File: src/rtl/core/sfrc_pkg.sv
`timescale 1ns / 1ps

package sfrc_pkg;

  localparam int unsigned MaxFrameBytes = 64;
  localparam int unsigned AddrW         = $clog2(MaxFrameBytes);
  localparam int unsigned CntW          = $clog2(MaxFrameBytes + 1);

  localparam logic [7:0]  SymStart = 8'd253;
  localparam logic [7:0]  SymEnd   = 8'd254;
  localparam logic [7:0]  SymEsc   = 8'd255;

  localparam logic [15:0] CrcInit  = 16'hFFFF;
  localparam logic [15:0] CrcPoly  = 16'h1021;

  localparam int unsigned MinFrame = 4;
  localparam int unsigned IdBytes  = 2;
  localparam int unsigned CrcBytes = 2;

  localparam int unsigned InDataW  = 8;
  localparam int unsigned IdW      = 16;
  localparam int unsigned ByteW    = 8;
  localparam int unsigned LenW     = 6;
  localparam int unsigned OutDataW = 32;

  // One byte of CRC16-CCITT, most significant bit first.
  function automatic logic [15:0] crc16_byte(input logic [15:0] crc, input logic [7:0] b);
    logic [15:0] c;
    c = crc;
    for (int i = 7; i >= 0; i--) begin
      if (c[15] ^ b[i]) begin
        c = {c[14:0], 1'b0} ^ CrcPoly;
      end else begin
        c = {c[14:0], 1'b0};
      end
    end
    return c;
  endfunction

endpackage

File: src/rtl/core/stuffed_frame_receiver_crc16.sv
// Receive: one byte per cycle while no frame check or readout runs (tready high).
// Frame end: a check pass reads the n stored bytes at one per cycle; the verdict is taken in
// the cycle after the last read. Each payload result is then read from the buffer and loaded
// into the output register (read then load); an empty payload loads its single result unread.
// Reset (rst_ni low, asynchronous): hunting, no escape, empty buffer, no result pending.
// The frame buffer itself is not cleared; only entries written in the current frame are read.
`timescale 1ns / 1ps

module stuffed_frame_receiver_crc16 (
  input  logic                          clk_i,
  input  logic                          rst_ni,
  input  logic                          s_axis_tvalid_i,
  output logic                          s_axis_tready_o,
  // [7:0] rx_byte
  input  logic [sfrc_pkg::InDataW-1:0]  s_axis_tdata_i,
  output logic                          m_axis_tvalid_o,
  input  logic                          m_axis_tready_i,
  // [15:0] frame_id, [23:16] payload_byte, [29:24] payload_len,
  // [30] has_payload, [31] zero fill
  output logic [sfrc_pkg::OutDataW-1:0] m_axis_tdata_o,
  // last
  output logic                          m_axis_tlast_o
);
  import sfrc_pkg::*;

  // The controller walks through receive, check and readout. The frame buffer
  // is a single-port-read memory with a registered read. Writes only
  // happen while receiving and reads only while checking or reading out, so an
  // entry is never read and written in overlapping cycles.
  typedef enum logic [2:0] {
    ST_RX,
    ST_CHK,
    ST_FIN,
    ST_EMIT_RD,
    ST_EMIT_LD,
    ST_EMPTY
  } state_e;

  state_e            state_q;
  logic              in_frame_q;
  logic              esc_q;
  logic [CntW-1:0]   count_q;

  // Check pass: read index, and the index of the byte now in the read register.
  logic [CntW-1:0]   rd_idx_q;
  logic              pv_q;
  logic [AddrW-1:0]  pidx_q;

  logic [15:0]       crc_q;
  logic [IdW-1:0]    id_q;
  logic [7:0]        rx_hi_q;
  logic [AddrW-1:0]  em_idx_q;

  logic              ovalid_q;
  logic [OutDataW-1:0] odata_q;
  logic              olast_q;

  logic [ByteW-1:0]  mem [MaxFrameBytes];
  logic [ByteW-1:0]  rd_data_q;

  logic              accept;
  logic [7:0]        b;
  logic              is_special;
  logic              full;
  logic              drop;
  logic              mem_we;
  logic              mem_re;
  logic [AddrW-1:0]  rd_addr;
  logic              crc_ok;
  logic [LenW-1:0]   len;
  logic              em_last;
  logic              out_free;
  logic              chk_last;
  logic [CntW-1:0]   crc_end;

  assign b          = s_axis_tdata_i;
  assign accept     = s_axis_tvalid_i && (state_q == ST_RX);
  assign is_special = (b == SymStart) || (b == SymEnd) || (b == SymEsc);
  assign full       = (count_q == CntW'(MaxFrameBytes));
  // While the buffer is full, anything but a start byte is ignored outright.
  assign drop       = (b != SymStart) && full;

  // A byte is stored when it is an escaped special byte or a plain data byte.
  assign mem_we = accept && !drop &&
                  ((esc_q && is_special && !full) ||
                   (!esc_q && in_frame_q && !is_special));

  assign mem_re  = (state_q == ST_CHK) || (state_q == ST_EMIT_RD);
  assign rd_addr = (state_q == ST_CHK) ? rd_idx_q[AddrW-1:0] : em_idx_q;

  assign chk_last = (rd_idx_q == count_q - CntW'(1));
  assign crc_end  = count_q - CntW'(CrcBytes);

  // The low CRC byte is the last one read; it sits in the read register
  // during the verdict cycle.
  assign crc_ok   = (crc_q == {rx_hi_q, rd_data_q});
  assign len      = LenW'(count_q - CntW'(MinFrame));
  assign em_last  = ({1'b0, em_idx_q} == count_q - CntW'(CrcBytes + 1));
  assign out_free = !ovalid_q || m_axis_tready_i;

  always_ff @(posedge clk_i) begin
    if (mem_we) begin
      mem[count_q[AddrW-1:0]] <= b;
    end
    if (mem_re) begin
      rd_data_q <= mem[rd_addr];
    end
  end

  always_ff @(posedge clk_i or negedge rst_ni) begin
    if (!rst_ni) begin
      state_q    <= ST_RX;
      in_frame_q <= 1'b0;
      esc_q      <= 1'b0;
      count_q    <= '0;
      rd_idx_q   <= '0;
      pv_q       <= 1'b0;
      pidx_q     <= '0;
      crc_q      <= CrcInit;
      id_q       <= '0;
      rx_hi_q    <= '0;
      em_idx_q   <= '0;
      ovalid_q   <= 1'b0;
      odata_q    <= '0;
      olast_q    <= 1'b0;
    end else begin
      pv_q   <= (state_q == ST_CHK);
      pidx_q <= rd_idx_q[AddrW-1:0];

      if (ovalid_q && m_axis_tready_i) begin
        ovalid_q <= 1'b0;
      end

      // Consume the byte that the check pass read in the previous cycle.
      if (pv_q) begin
        if ({1'b0, pidx_q} < crc_end) begin
          crc_q <= crc16_byte(crc_q, rd_data_q);
        end
        if (pidx_q == AddrW'(0)) begin
          id_q[15:8] <= rd_data_q;
        end
        if (pidx_q == AddrW'(1)) begin
          id_q[7:0] <= rd_data_q;
        end
        if ({1'b0, pidx_q} == crc_end) begin
          rx_hi_q <= rd_data_q;
        end
      end

      unique case (state_q)
        ST_RX: begin
          if (accept && !drop) begin
            if (esc_q) begin
              esc_q <= 1'b0;
              if (mem_we) begin
                count_q <= count_q + CntW'(1);
              end
            end else if (in_frame_q) begin
              if (b == SymStart) begin
                count_q <= '0;
              end else if (b == SymEnd) begin
                in_frame_q <= 1'b0;
                if (count_q < CntW'(MinFrame)) begin
                  count_q <= '0;
                end else begin
                  rd_idx_q <= '0;
                  crc_q    <= CrcInit;
                  state_q  <= ST_CHK;
                end
              end else if (b == SymEsc) begin
                esc_q <= 1'b1;
              end else begin
                count_q <= count_q + CntW'(1);
              end
            end else if (b == SymStart) begin
              in_frame_q <= 1'b1;
              count_q    <= '0;
            end
          end
        end
        ST_CHK: begin
          rd_idx_q <= rd_idx_q + CntW'(1);
          if (chk_last) begin
            state_q <= ST_FIN;
          end
        end
        ST_FIN: begin
          if (!crc_ok) begin
            count_q <= '0;
            state_q <= ST_RX;
          end else if (len == '0) begin
            state_q <= ST_EMPTY;
          end else begin
            em_idx_q <= AddrW'(IdBytes);
            state_q  <= ST_EMIT_RD;
          end
        end
        ST_EMIT_RD: begin
          state_q <= ST_EMIT_LD;
        end
        ST_EMIT_LD: begin
          if (out_free) begin
            ovalid_q <= 1'b1;
            odata_q  <= {1'b0, 1'b1, len, rd_data_q, id_q};
            olast_q  <= em_last;
            if (em_last) begin
              count_q <= '0;
              state_q <= ST_RX;
            end else begin
              em_idx_q <= em_idx_q + AddrW'(1);
              state_q  <= ST_EMIT_RD;
            end
          end
        end
        ST_EMPTY: begin
          if (out_free) begin
            ovalid_q <= 1'b1;
            odata_q  <= {1'b0, 1'b0, {LenW{1'b0}}, {ByteW{1'b0}}, id_q};
            olast_q  <= 1'b1;
            count_q  <= '0;
            state_q  <= ST_RX;
          end
        end
        default: begin
          state_q <= ST_RX;
        end
      endcase
    end
  end

  assign s_axis_tready_o = (state_q == ST_RX);
  assign m_axis_tvalid_o = ovalid_q;
  assign m_axis_tdata_o  = odata_q;
  assign m_axis_tlast_o  = olast_q;

endmodule

File: config.mk
export PLATFORM = sky130hd
export DESIGN_NAME = stuffed_frame_receiver_crc16
export DESIGN_NICKNAME = d
export VERILOG_FILES = /design/src/rtl/core/sfrc_pkg.sv /design/src/rtl/core/stuffed_frame_receiver_crc16.sv
export SDC_FILE = /design/constraint.sdc
export NUM_CORES = 1
export LEC_CHECK = 0
export ABC_AREA = 1
export BUFFER_PORTS_ARGS = -buffer_cell sky130_fd_sc_hd__buf_2
export CORE_ASPECT_RATIO = 0.75
export CORE_UTILIZATION = 40
export CTS_CLUSTER_DIAMETER = 80
export CTS_CLUSTER_SIZE = 24
export DETAILED_ROUTE_END_ITERATION = 8
export PLACE_DENSITY_LB_ADDON = 0.1
export SLEW_MARGIN = 20
export SYNTH_ARGS = -nofsm -noshare
export SYNTH_HDL_FRONTEND = slang
export SYNTH_SLANG_ARGS = --single-unit
File: constraint.sdc
create_clock -name clk_i -period 2.99 [get_ports clk_i]
set_input_delay 0.598 -clock clk_i [delete_from_list [all_inputs] [get_ports clk_i]]
set_output_delay 0.598 -clock clk_i [all_outputs]
set_load 0.05 [all_outputs]
== Word level (Yosys, flattened, before mapping) ==
Memories as Yosys holds them, arrays and structs flattened. A register that Yosys moved wholly into a read port is not among the register bits.
Index checks and enable logic that the tools add are counted.
Word-level totals
  flip-flop bits (word level): 106
  bits in writable memories: 512
  word-level logic and storage cells: 203
  memories: 1
Memories
  mem: words 64, width 8, rd ports 1, clocked after memory_dff 1, wr ports 1, line stuffed_frame_receiver_crc16.sv:58  | logic [ByteW-1:0] mem [MaxFrameBytes];
Cells by class
  add/subtract/negate cells: 7
  $lt $le $gt $ge: 2
  eq/ne operators: 33
  mux-type cells: 91
  bitwise logic cells: 17
  reductions and logical operators: 37
Operators by type and width (count)
  $mux 16: 23
  $mux 7: 19
  $mux 13: 8
  $mux 32: 2
  $pmux 32 s2: 1
  $mux 3: 11
  $mux 6: 5
  $pmux 7 s4: 1
  $eq 8x8->1 const B: 3
  $not 3->3: 8
  $ne 2x2->1 const B: 11
  $pmux 3 s6: 1
  $eq 16x16->1: 1
  $mux 1: 16
  $add 7x1->7 const B: 2
  $eq 6x7->1: 2
  $pmux 7 s2: 1
  $sub 7x2->7 const B: 2
  $logic_not 6->1: 2
  $pmux 6 s2: 1
  $reduce_and 10->1: 1
  $logic_and 1x1->1: 9
  $reduce_and 9->1: 1
  $ne 8x8->1 const B: 1
  30 further kinds: 55

== Longest topological paths before layout ==
Gate-level depths: netlist (run 1).
  depth after elaboration: 39
  gate-level depth with buffers: 15
  gate-level depth less buffers: 14

== Worst setup path after synthesis (run 1) ==
OpenSTA, ideal clock, no wires.
  kind: register to register
  start: register count_q[0]
  end: memory mem[61][0], enable pin
  setup time: 0.383 ns
  data arrival time: 2.601 ns
  required time: 2.607 ns
  slack: 0.006 ns
  stages on the path, launching flop included: 14
  cells stage by stage: dfrtp_1 buf_2 clkinv_1 ha_1 nand3_1 nor2_1 nand2_1 nand2_1 nor2_2 nand3_2 inv_2 buf_4 nand2_1 nor3_1
Between the ends
  cells in the longest elaborated chain, start to end: 7
Ends and longest elaborated chain
  from (decl): line stuffed_frame_receiver_crc16.sv:42  | logic [CntW-1:0] count_q;
  from (signal assigned): line stuffed_frame_receiver_crc16.sv:156  | count_q <= count_q + CntW'(1);
  from (signal assigned): line stuffed_frame_receiver_crc16.sv:173  | count_q <= count_q + CntW'(1);
  $eq 7x7->1: line stuffed_frame_receiver_crc16.sv:79  | assign full = (count_q == CntW'(MaxFrameBytes));
  $logic_and 1x1->1 / $logic_not 1->1 (equally long branches): line stuffed_frame_receiver_crc16.sv:81, stuffed_frame_receiver_crc16.sv:85
  $logic_not 1->1 / $logic_and 1x1->1 (equally long branches): line stuffed_frame_receiver_crc16.sv:84, stuffed_frame_receiver_crc16.sv:85
  $logic_and 1x1->1 / $logic_or 1x1->1 (equally long branches): line stuffed_frame_receiver_crc16.sv:84, stuffed_frame_receiver_crc16.sv:85
  $logic_and 1x1->1: line stuffed_frame_receiver_crc16.sv:84  | assign mem_we = accept && !drop &&
  $mux 1: line stuffed_frame_receiver_crc16.sv:102  | if (mem_we) begin
  $mux 1 (not written as such): line stuffed_frame_receiver_crc16.sv:103  | mem[count_q[AddrW-1:0]] <= b;
  to (decl): line stuffed_frame_receiver_crc16.sv:58
Several ways; a longest one is shown, not always the timed one.

== Final worst setup path (run 1) ==
  start: register state_q[0]
  end: register rd_data_q[0], read port of mem (data pin)
Between the ends
  cells in the longest elaborated chain, start to end: 2
Ends and longest elaborated chain
  from (decl): line stuffed_frame_receiver_crc16.sv:39  | state_e state_q;
  from (signal assigned): line stuffed_frame_receiver_crc16.sv:112  | state_q <= ST_RX;
  from (signal assigned): line stuffed_frame_receiver_crc16.sv:168  | state_q <= ST_CHK;
  from (signal assigned): line stuffed_frame_receiver_crc16.sv:184  | state_q <= ST_FIN;
  $eq 3x1->1 / $eq 3x2->1 (equally long branches): line stuffed_frame_receiver_crc16.sv:88, stuffed_frame_receiver_crc16.sv:89
  $mux 6 / $logic_or 1x1->1 (equally long branches): line stuffed_frame_receiver_crc16.sv:89, stuffed_frame_receiver_crc16.sv:88
  to (decl): line stuffed_frame_receiver_crc16.sv:59  | logic [ByteW-1:0] rd_data_q;
Several ways; a longest one is shown, not always the timed one.
A chain may end at the register's enable or synchronous reset.

==> out/qor.tcl, run 1 <==
set qor(result_of_the_run) {finished clean}
set qor(drt-initial-drc-count) 2136
set qor(crit_type) {flip-flop to flip-flop}
set qor(critical-path-max-stage-delay_ns) 0.55
set qor(grt_max_degree) 138
set qor(cts_setup_buffers) 0
set qor(cts-root-to-sink-buffers) 3
set qor(mappedNetlistArea_um2) 28900
set qor(critical_path_depth) 11
set qor(layout-drive-gt1-share_pct) 10.5
set qor(hpwlAfterDp_um) 54000
set qor(timing.rr.end) {rd_data_q[0]}
set qor(postLayoutSetupSlackWorst_ns) 0.248
set qor(boundaryPins) 47
set qor(setup_violations) 0
set qor(hold_slack_ns) 0.349
set qor(finalPower_mw) 28.2
set qor(timing.final.crit_period_ns) 2.74
set qor(synth_enable_flop_cells) 520
set qor(reg2reg_slack_ns) 0.25
set qor(dpl_cell_area_um2) 30800
set qor(n_antenna_cell) 0
set qor(cell_breakdown_of_the_critical_path) {nand2_4, nand2_8, buf_12, buf_4, nand3b_1, nand3_1, nand3_1, nand3_1, nand3_1, nand3_1, nand2_1}
set qor(io_buffers) 45
set qor(synth.ff_latch_count) 625
set qor(slew_at_the_pin_closest_to_its_max_slew_limit_ns) 1.02
set qor(detailedPlace.worstSlack_ns) 0.104
set qor(vdd_ir_drop_max_mv) 0.745
set qor(synth_top_cell_by_area) {edfxtp_1}
set qor(slew_viol_final) 0
set qor(fin_worst_skew_ns) 0.0275
set qor(placement_rows) 84
set qor(critical-path-top-cell-by-count) {nand3_1}
set qor(globalRouteTotalUtil_pct) 23.0
set qor(hold_viol) 0
set qor(critical_path.slowest_cell) {dfrtp_1}
set qor(maxSlewHeadroom_pct) 32.0
set qor(cp_data_arrival_time_ns) 3.07
set qor(timing.critical_path.required_ns) 3.32
set qor(dr_total_vias) 20323
set qor(number_of_global_route_vias_before_repair) 19502
set qor(most_used_cells_in_the_layout_excluding_fill_and_tap_cells) {581 x nand3_1, 536 x nand2_1, 520 x edfxtp_1, 337 x inv_1, 185 x nand3b_1}
set qor(timing.hold.worst_path_depth) 4
set qor(buffers_and_inverters_on_the_worst_path) 2
set qor(critPathLaunchType) {flip-flop}
set qor(initial_utilization_pct) 40.8
set qor(worstPathMaxFanout) 72
set qor(cts.sink_count) 625
set qor(synth_top_cells_by_area) {edfxtp_1 54%, nand3_1 10%, dfrtp_1 7.7%}
set qor(antenna_violations_before_repair) 1
set qor(min_from) {m_axis_tready_i}
set qor(postSynth.asyncResetShare_pct) 16.8
set qor(max-cap-violations) 0
set qor(clk_pin_slew_worst_paths_ns) 0.10
set qor(antenna_violating_nets_post_route) 0
set qor(max_freq_mhz) 365
set qor(worst_path_dominant_cell_family) {simple AND/OR/NAND/NOR gates}
set qor(worst_r2r_path_depth) 11
set qor(yosysUniqueCellTypes) 46
set qor(cts-root-buf) {clkbuf_16}
set qor(wl_per_cell_um) 22.1
set qor(hold-path-endpoint) {m_axis_tvalid_o}
set qor(wire_length_after_detailed_routing_um) 84200
set qor(h_tree_depth_reported_by_cts) 2
set qor(synth-seq-area-share_pct) 63.3
set qor(die_y_um) 235
set qor(gates_resized_cts_repair) 0
set qor(final_common_cell) {nand3_1}
set qor(fill_cells) 6678
set qor(setup_total_negative_slack_ns) 0
set qor(r2r-start) {state_q[0]}
set qor(cts_inserted_buffers) 35
set qor(cellLeakagePower_nw) 12.9
set qor(grt_setup_unrepaired) {false}
set qor(cts_tree) {done}
set qor(grt_overflow) 0
set qor(floorplan.die_area_um2) 73200
set qor(netlist_instances) 2774
set qor(synthFlopType) {edfxtp_1}
set qor(global_route_wire_length_before_repair_um) 127000
set qor(share_of_yosys_cell_area_claimed_by_the_top_area_cell_type_pct) 54.1
set qor(synth.net_count) 2806
set qor(layout_worst_path_cycle_share_pct) 91.7
set qor(post-route-cell-area_um2) 31900
set qor(cellPowerDensity_nw_per_um2) 885
set qor(syn_avg_cell_area_um2) 10.4
set qor(crit_path_end_kind) {flip-flop}
set qor(die-width_um) 312
set qor(gp_weighted_congestion) 0.899
set qor(worst_skew_pair.late_latency_ns) 0.59
set qor(holdCritPathClass) {input port to flip-flop}
set qor(areaGrowthSynthToFinish_pct) 10.6
set qor(net_total_in_the_final_layout) 2885
set qor(viasPerCell) 5.32
set qor(detailedRoute.firstPassIterationCount) 5
set qor(detail_route.drc_violations) 0
set qor(core_um2) 70700
set qor(ys_warn_count) 0
==> cells in the mapped netlist, types with 4 or more instances <==
| cell | count |
|---|---|
| nand3_1 | 581 |
| nand2_1 | 536 |
| edfxtp_1 | 520 |
| inv_1 | 337 |
| nand3b_1 | 185 |
| buf_2 | 117 |
| nor2_1 | 112 |
| dfrtp_1 | 89 |
| o21ai_0 | 49 |
| xor2_1 | 41 |
| xnor2_1 | 25 |
| ha_1 | 20 |
| clkbuf_1 | 18 |
| buf_4 | 17 |
| dfstp_2 | 16 |
| a21oi_1 | 14 |
| nor3_1 | 14 |
| o211ai_1 | 9 |
| o21ai_2 | 9 |
| or2_2 | 8 |
| nand3_2 | 7 |
| nand4_1 | 7 |
| inv_2 | 6 |
| nor4_1 | 4 |
==> through the flow <==
| step | utilization (%) | instances |
|---|---|---|
| 2_1_floorplan | - | 2774 |
| 4_1_cts | 45.1 | 3818 |
| 3_3_place_gp | 43.6 | 3761 |
| 6_report | 45.1 | 3818 |
| 5_1_grt | 45.1 | 3818 |
| 3_5_place_dp | 43.6 | 3761 |
==> state kept, by name (all words and copies together), names as in the netlist <==
| name | count |
|---|---|
| m_axis_tlast_o | 1 |
| state_q | 3 |
| pidx_q | 6 |
| rd_idx_q | 7 |
| rx_hi_q | 8 |
| rd_data_q | 8 |
| id_q | 16 |
| count_q | 7 |
| m_axis_tdata_o | 31 |
| esc_q | 1 |
| in_frame_q | 1 |
| mem | 512 |
| em_idx_q | 6 |
| m_axis_tvalid_o | 1 |
| crc_q | 16 |
| pv_q | 1 |
==> how the worst max path moves through the flow <==
stage	end	slack [ns]	from
finish	rd_data_q[0]	0.25	state_q[0]
global route	crc_q[4]	0.06	count_q[3]
CTS	rd_data_q[0]	0.27	state_q[0]
detailed placement	mem[23][6]	0.10	s_axis_tdata_i[6]
global placement	mem[23][6]	0.11	s_axis_tdata_i[6]
floorplan	mem[61][0]	0.006	count_q[0]
==> cell type report <==
class                   count  area, µm²  area share [%]
clock buffers              41        898            2.81
clock inverters            15        160           0.502
inverters                 345       1290            4.06
multi-input cells        1649       8560            26.8
flip-flops and latches    625      18300            57.2
well taps                 946       1180            3.71
repair buffers            197       1560            4.88
==> repair_timing <==
item | in CTS | in global routing
endpoints found under the hold margin | 26 | 0
hold buffers | 1 | 0
endpoints found under the setup margin | 0 | 0
==> logic make-up (layout without fill, tap and decap cells) <==
group	count (synthesis)	count (layout)	synth area share (%)
buffers and inverters	500	598	7.28
DFF	625	625	63.3
adders and majority gates	20	20	0.867
other	1	1	0.0130
xor gates and xnor gates	66	66	2.00
AOI/OAI and AO/OA	94	94	1.93
and+or+nand+nor	1468	1468	24.6
==> power by group <==
group	internal, mW	leakage, nW	switching [mW]
registers	10.0	5.99	0.494
logic	3.74	6.42	8.71
clock network	2.32	0.513	2.93
==> tightest hold or removal path, cell delays in order <==
cell	delay (ns)
buf_2	0.07
nor2_1	0.09
inv_1	0.08
nand2_1	0.05
==> layer usage <==
metal	up-vias	share of wire (%)	GRT usage, %
met2	634	42	32.7
met1	10103	49	36.5
li1	9516	-	-
met4	0	1.3	3.64
met3	70	7.9	4.33
met5	-	0	0
Power figures use the tool's default switching activity.
==> run 2: changes to the inputs <==
--- a/config.mk
+++ b/config.mk
@@ -13,6 +13,7 @@
 export CTS_CLUSTER_SIZE = 24
 export DETAILED_ROUTE_END_ITERATION = 8
 export PLACE_DENSITY_LB_ADDON = 0.1
+export RECOVER_POWER = 100
 export SLEW_MARGIN = 20
 export SYNTH_ARGS = -nofsm -noshare
 export SYNTH_HDL_FRONTEND = slang
==> run 2 against run 1 <==
Compared with the run above:
- the run now ends with max-capacitance violations, max-slew violations left
- worst setup slack worse by 0.081 ns
- critical path type unchanged
- core utilization is 0.45 points lower
- largest cell class unchanged
- largest power group unchanged
- first-iteration DRC count is 0.80% higher
- final area is 1.0% lower
- highest routed layer unchanged
==> out/qor.tcl, run 2 (synthesized netlist as in run 1, its figures left out) <==
set qor(cts_setup_buffers) 0 ;# unchanged
set qor(globalRouteTotalUtil_pct) 23.0 ;# unchanged
set qor(cellPowerDensity_nw_per_um2) 890 ;# was 885 nW/µm²
set qor(dr_total_vias) 20259 ;# was 20323
set qor(r2r-start) {state_q[1]} ;# was state_q[0]
set qor(crit_path_start) {state_q[1]} ;# was state_q[0]
set qor(most_used_cells_in_the_layout_excluding_fill_and_tap_cells) {585 x nand3_1, 537 x nand2_1, 520 x edfxtp_1, 340 x inv_1, 185 x nand3b_1} ;# was 581 x nand3_1, 536 x nand2_1, 520 x edfxtp_1, 337 x inv_1, 185 x nand3b_1
set qor(cts_inserted_buffers) 35 ;# unchanged
set qor(antenna_violations_before_repair) 1 ;# unchanged
set qor(slew_viol_final) 409 ;# was 0
set qor(number_of_global_route_vias_before_repair) 19502 ;# unchanged
set qor(holdCritPathClass) {input port to flip-flop} ;# unchanged
set qor(wire_length_after_detailed_routing_um) 84200 ;# about the same
set qor(fin_worst_skew_ns) 0.0293 ;# was 0.0275 ns
set qor(cts-root-buf) {clkbuf_16} ;# unchanged
set qor(cp_data_arrival_time_ns) 3.10 ;# was 3.07 ns
set qor(core_um2) 70700 ;# unchanged
set qor(boundaryPins) 47 ;# unchanged
set qor(viasPerCell) 5.31 ;# was 5.32
set qor(wl_per_cell_um) 22.0 ;# was 22.1 µm
set qor(floorplan.die_area_um2) 73200 ;# unchanged
set qor(areaGrowthSynthToFinish_pct) 9.50 ;# was 10.6%
set qor(dpl_cell_area_um2) 30800 ;# unchanged
set qor(global_route_wire_length_before_repair_um) 127000 ;# unchanged
set qor(largest_register_ffs) 512 ;# unchanged
set qor(timing.hold.worst_path_depth) 4 ;# unchanged
set qor(detail_route.drc_violations) 0 ;# unchanged
set qor(grt_overflow) 0 ;# unchanged
set qor(grt_max_degree) 138 ;# unchanged
set qor(clk_pin_slew_worst_paths_ns) 0.10 ;# about the same
set qor(vdd_ir_drop_max_mv) 0.715 ;# was 0.745 mV
set qor(worst_skew_pair.late_latency_ns) 0.59 ;# about the same
set qor(crit_path_end_kind) {flip-flop} ;# unchanged
set qor(cellLeakagePower_nw) 12.6 ;# was 12.9 nW
set qor(die_y_um) 235 ;# unchanged
set qor(net_total_in_the_final_layout) 2885 ;# unchanged
set qor(layout.core_utilization_pct) 44.7 ;# was 45.1%
set qor(worst_r2r_path_depth) 10 ;# was 11
set qor(gp_weighted_congestion) 0.899 ;# unchanged
set qor(hold_slack_ns) 0.359 ;# was 0.349 ns
set qor(h_tree_depth_reported_by_cts) 2 ;# unchanged
set qor(worstPathMaxFanout) 12 ;# was 72
set qor(setup_violations) 0 ;# unchanged
set qor(timing.final.crit_period_ns) 2.82 ;# was 2.74 ns
set qor(hold_viol) 0 ;# unchanged
set qor(critPathLaunchType) {flip-flop} ;# unchanged
set qor(max_freq_mhz) 354 ;# was 365 MHz
set qor(setup_total_negative_slack_ns) 0 ;# unchanged
set qor(cts-root-to-sink-buffers) 3 ;# unchanged
set qor(antenna_violating_nets_post_route) 0 ;# unchanged
set qor(final_common_cell) {nand3_1} ;# unchanged
set qor(initial_utilization_pct) 40.8 ;# unchanged
set qor(reg2reg_slack_ns) 0.17 ;# was 0.25 ns
set qor(result_of_the_run) {finished with violations} ;# was finished clean
set qor(drt-initial-drc-count) 2153 ;# was 2136
set qor(crit_type) {flip-flop to flip-flop} ;# unchanged
set qor(placement_rows) 84 ;# unchanged
set qor(io_buffers) 45 ;# unchanged
set qor(hpwlAfterDp_um) 54000 ;# unchanged
set qor(violations) {max-capacitance violations, max-slew violations}
set qor(die-width_um) 312 ;# unchanged
set qor(layout_worst_path_cycle_share_pct) 94.4 ;# was 91.7%
set qor(cts_tree) {done} ;# unchanged
set qor(cts.sink_count) 625 ;# unchanged
set qor(post-route-cell-area_um2) 31600 ;# was 31900 µm²
set qor(layout-drive-gt1-share_pct) 7.73 ;# was 10.5%
set qor(grt_setup_unrepaired) {false} ;# unchanged
set qor(timing.critical_path.required_ns) 3.27 ;# was 3.32 ns
set qor(min_from) {m_axis_tready_i} ;# unchanged
set qor(maxSlewHeadroom_pct) -31.4 ;# was 32.0%
set qor(detailedRoute.firstPassIterationCount) 5 ;# unchanged
set qor(n_antenna_cell) 0 ;# unchanged
set qor(slew_at_the_pin_closest_to_its_max_slew_limit_ns) 1.97 ;# was 1.02 ns
set qor(max-cap-violations) 9 ;# was 0
[run 2: cell types whose count changed in the layout (fill, tap and decap cells not counted), moves of 2 or more]
cell      change
clkbuf_2     +43
o21ai_2       -6
inv_1         +3
clkbuf_1     +63
nor2_1        +2
clkbuf_4      +5
nand3_1       +4
nand3_2       -4
inv_2         -3
buf_2        -39
nor2_2        -2
o21ai_0       +6
buf_4        -71
[run 2: per-stage QoR]
| stage | power (mW) | std cells | setup slack (ns) |
|---|---|---|---|
| 2_1_floorplan | 18.7 | 2774 | 0.00575 |
| 3_3_place_gp | 22.9 | 3761 | 0.108 |
| 3_5_place_dp | 23.0 | 3761 | 0.104 |
| 4_1_cts | 28.2 | 3818 | 0.267 |
| 5_1_grt | 29.7 | 3818 | 0.0340 |
| 6_report | 28.1 | 3818 | 0.168 |
[run 2: where the power goes]
| part | internal, mW | switching [mW] | total [mW] | leakage (nW) |
|---|---|---|---|---|
| clock network | 2.32 | 2.93 | 5.25 | 0.513 |
| logic | 3.67 | 8.68 | 12.4 | 6.14 |
| registers | 10.0 | 0.495 | 10.5 | 5.99 |
[run 2: worst paths after layout]
check	end
max	mem[8][7]
min	m_axis_tvalid_o
max reg2reg	mem[8][7]
min reg2reg	m_axis_tdata_o[2]
max in group asynchronous	crc_q[1]
min in group asynchronous	m_axis_tdata_o[6]
[run 2: critical path, stage by stage (launching register included)]
cell and delay [ns]:
dfrtp_1 0.43, buf_4 0.17, nor3_4 0.32, inv_2 0.13, nor2_1 0.18, nand3_2 0.11
inv_2 0.22, nand3_1 0.11, clkbuf_2 0.39, nor2_1 0.19, clkbuf_2 0.24
[run 2: timing repair]
item,in CTS,in global routing
resized for setup,0,0
hold buffers,1,0
endpoints found under the setup margin,0,0
hold endpoints to repair,26,0
[run 2: final cells by class]
class                           instances  area, µm²
Clock buffer                           41        898
Clock inverter                         15        160
Fill cell                            6761      39100
Inverter                              345       1290
Multi-Input combinational cell       1649       8500
Sequential cell                       625      18300
Tap cell                              946       1180
Timing Repair Buffer                  197       1300
[run 2: routing by layer]
| layer | up-vias | part of all wire, % | global-route usage [%] |
|---|---|---|---|
| met4 | 0 | 1.4 | 3.64 |
| li1 | 9519 | - | - |
| met1 | 10020 | 49 | 36.5 |
| met5 | - | 0 | 0 |
| met3 | 81 | 8.0 | 4.33 |
| met2 | 639 | 42 | 32.7 |
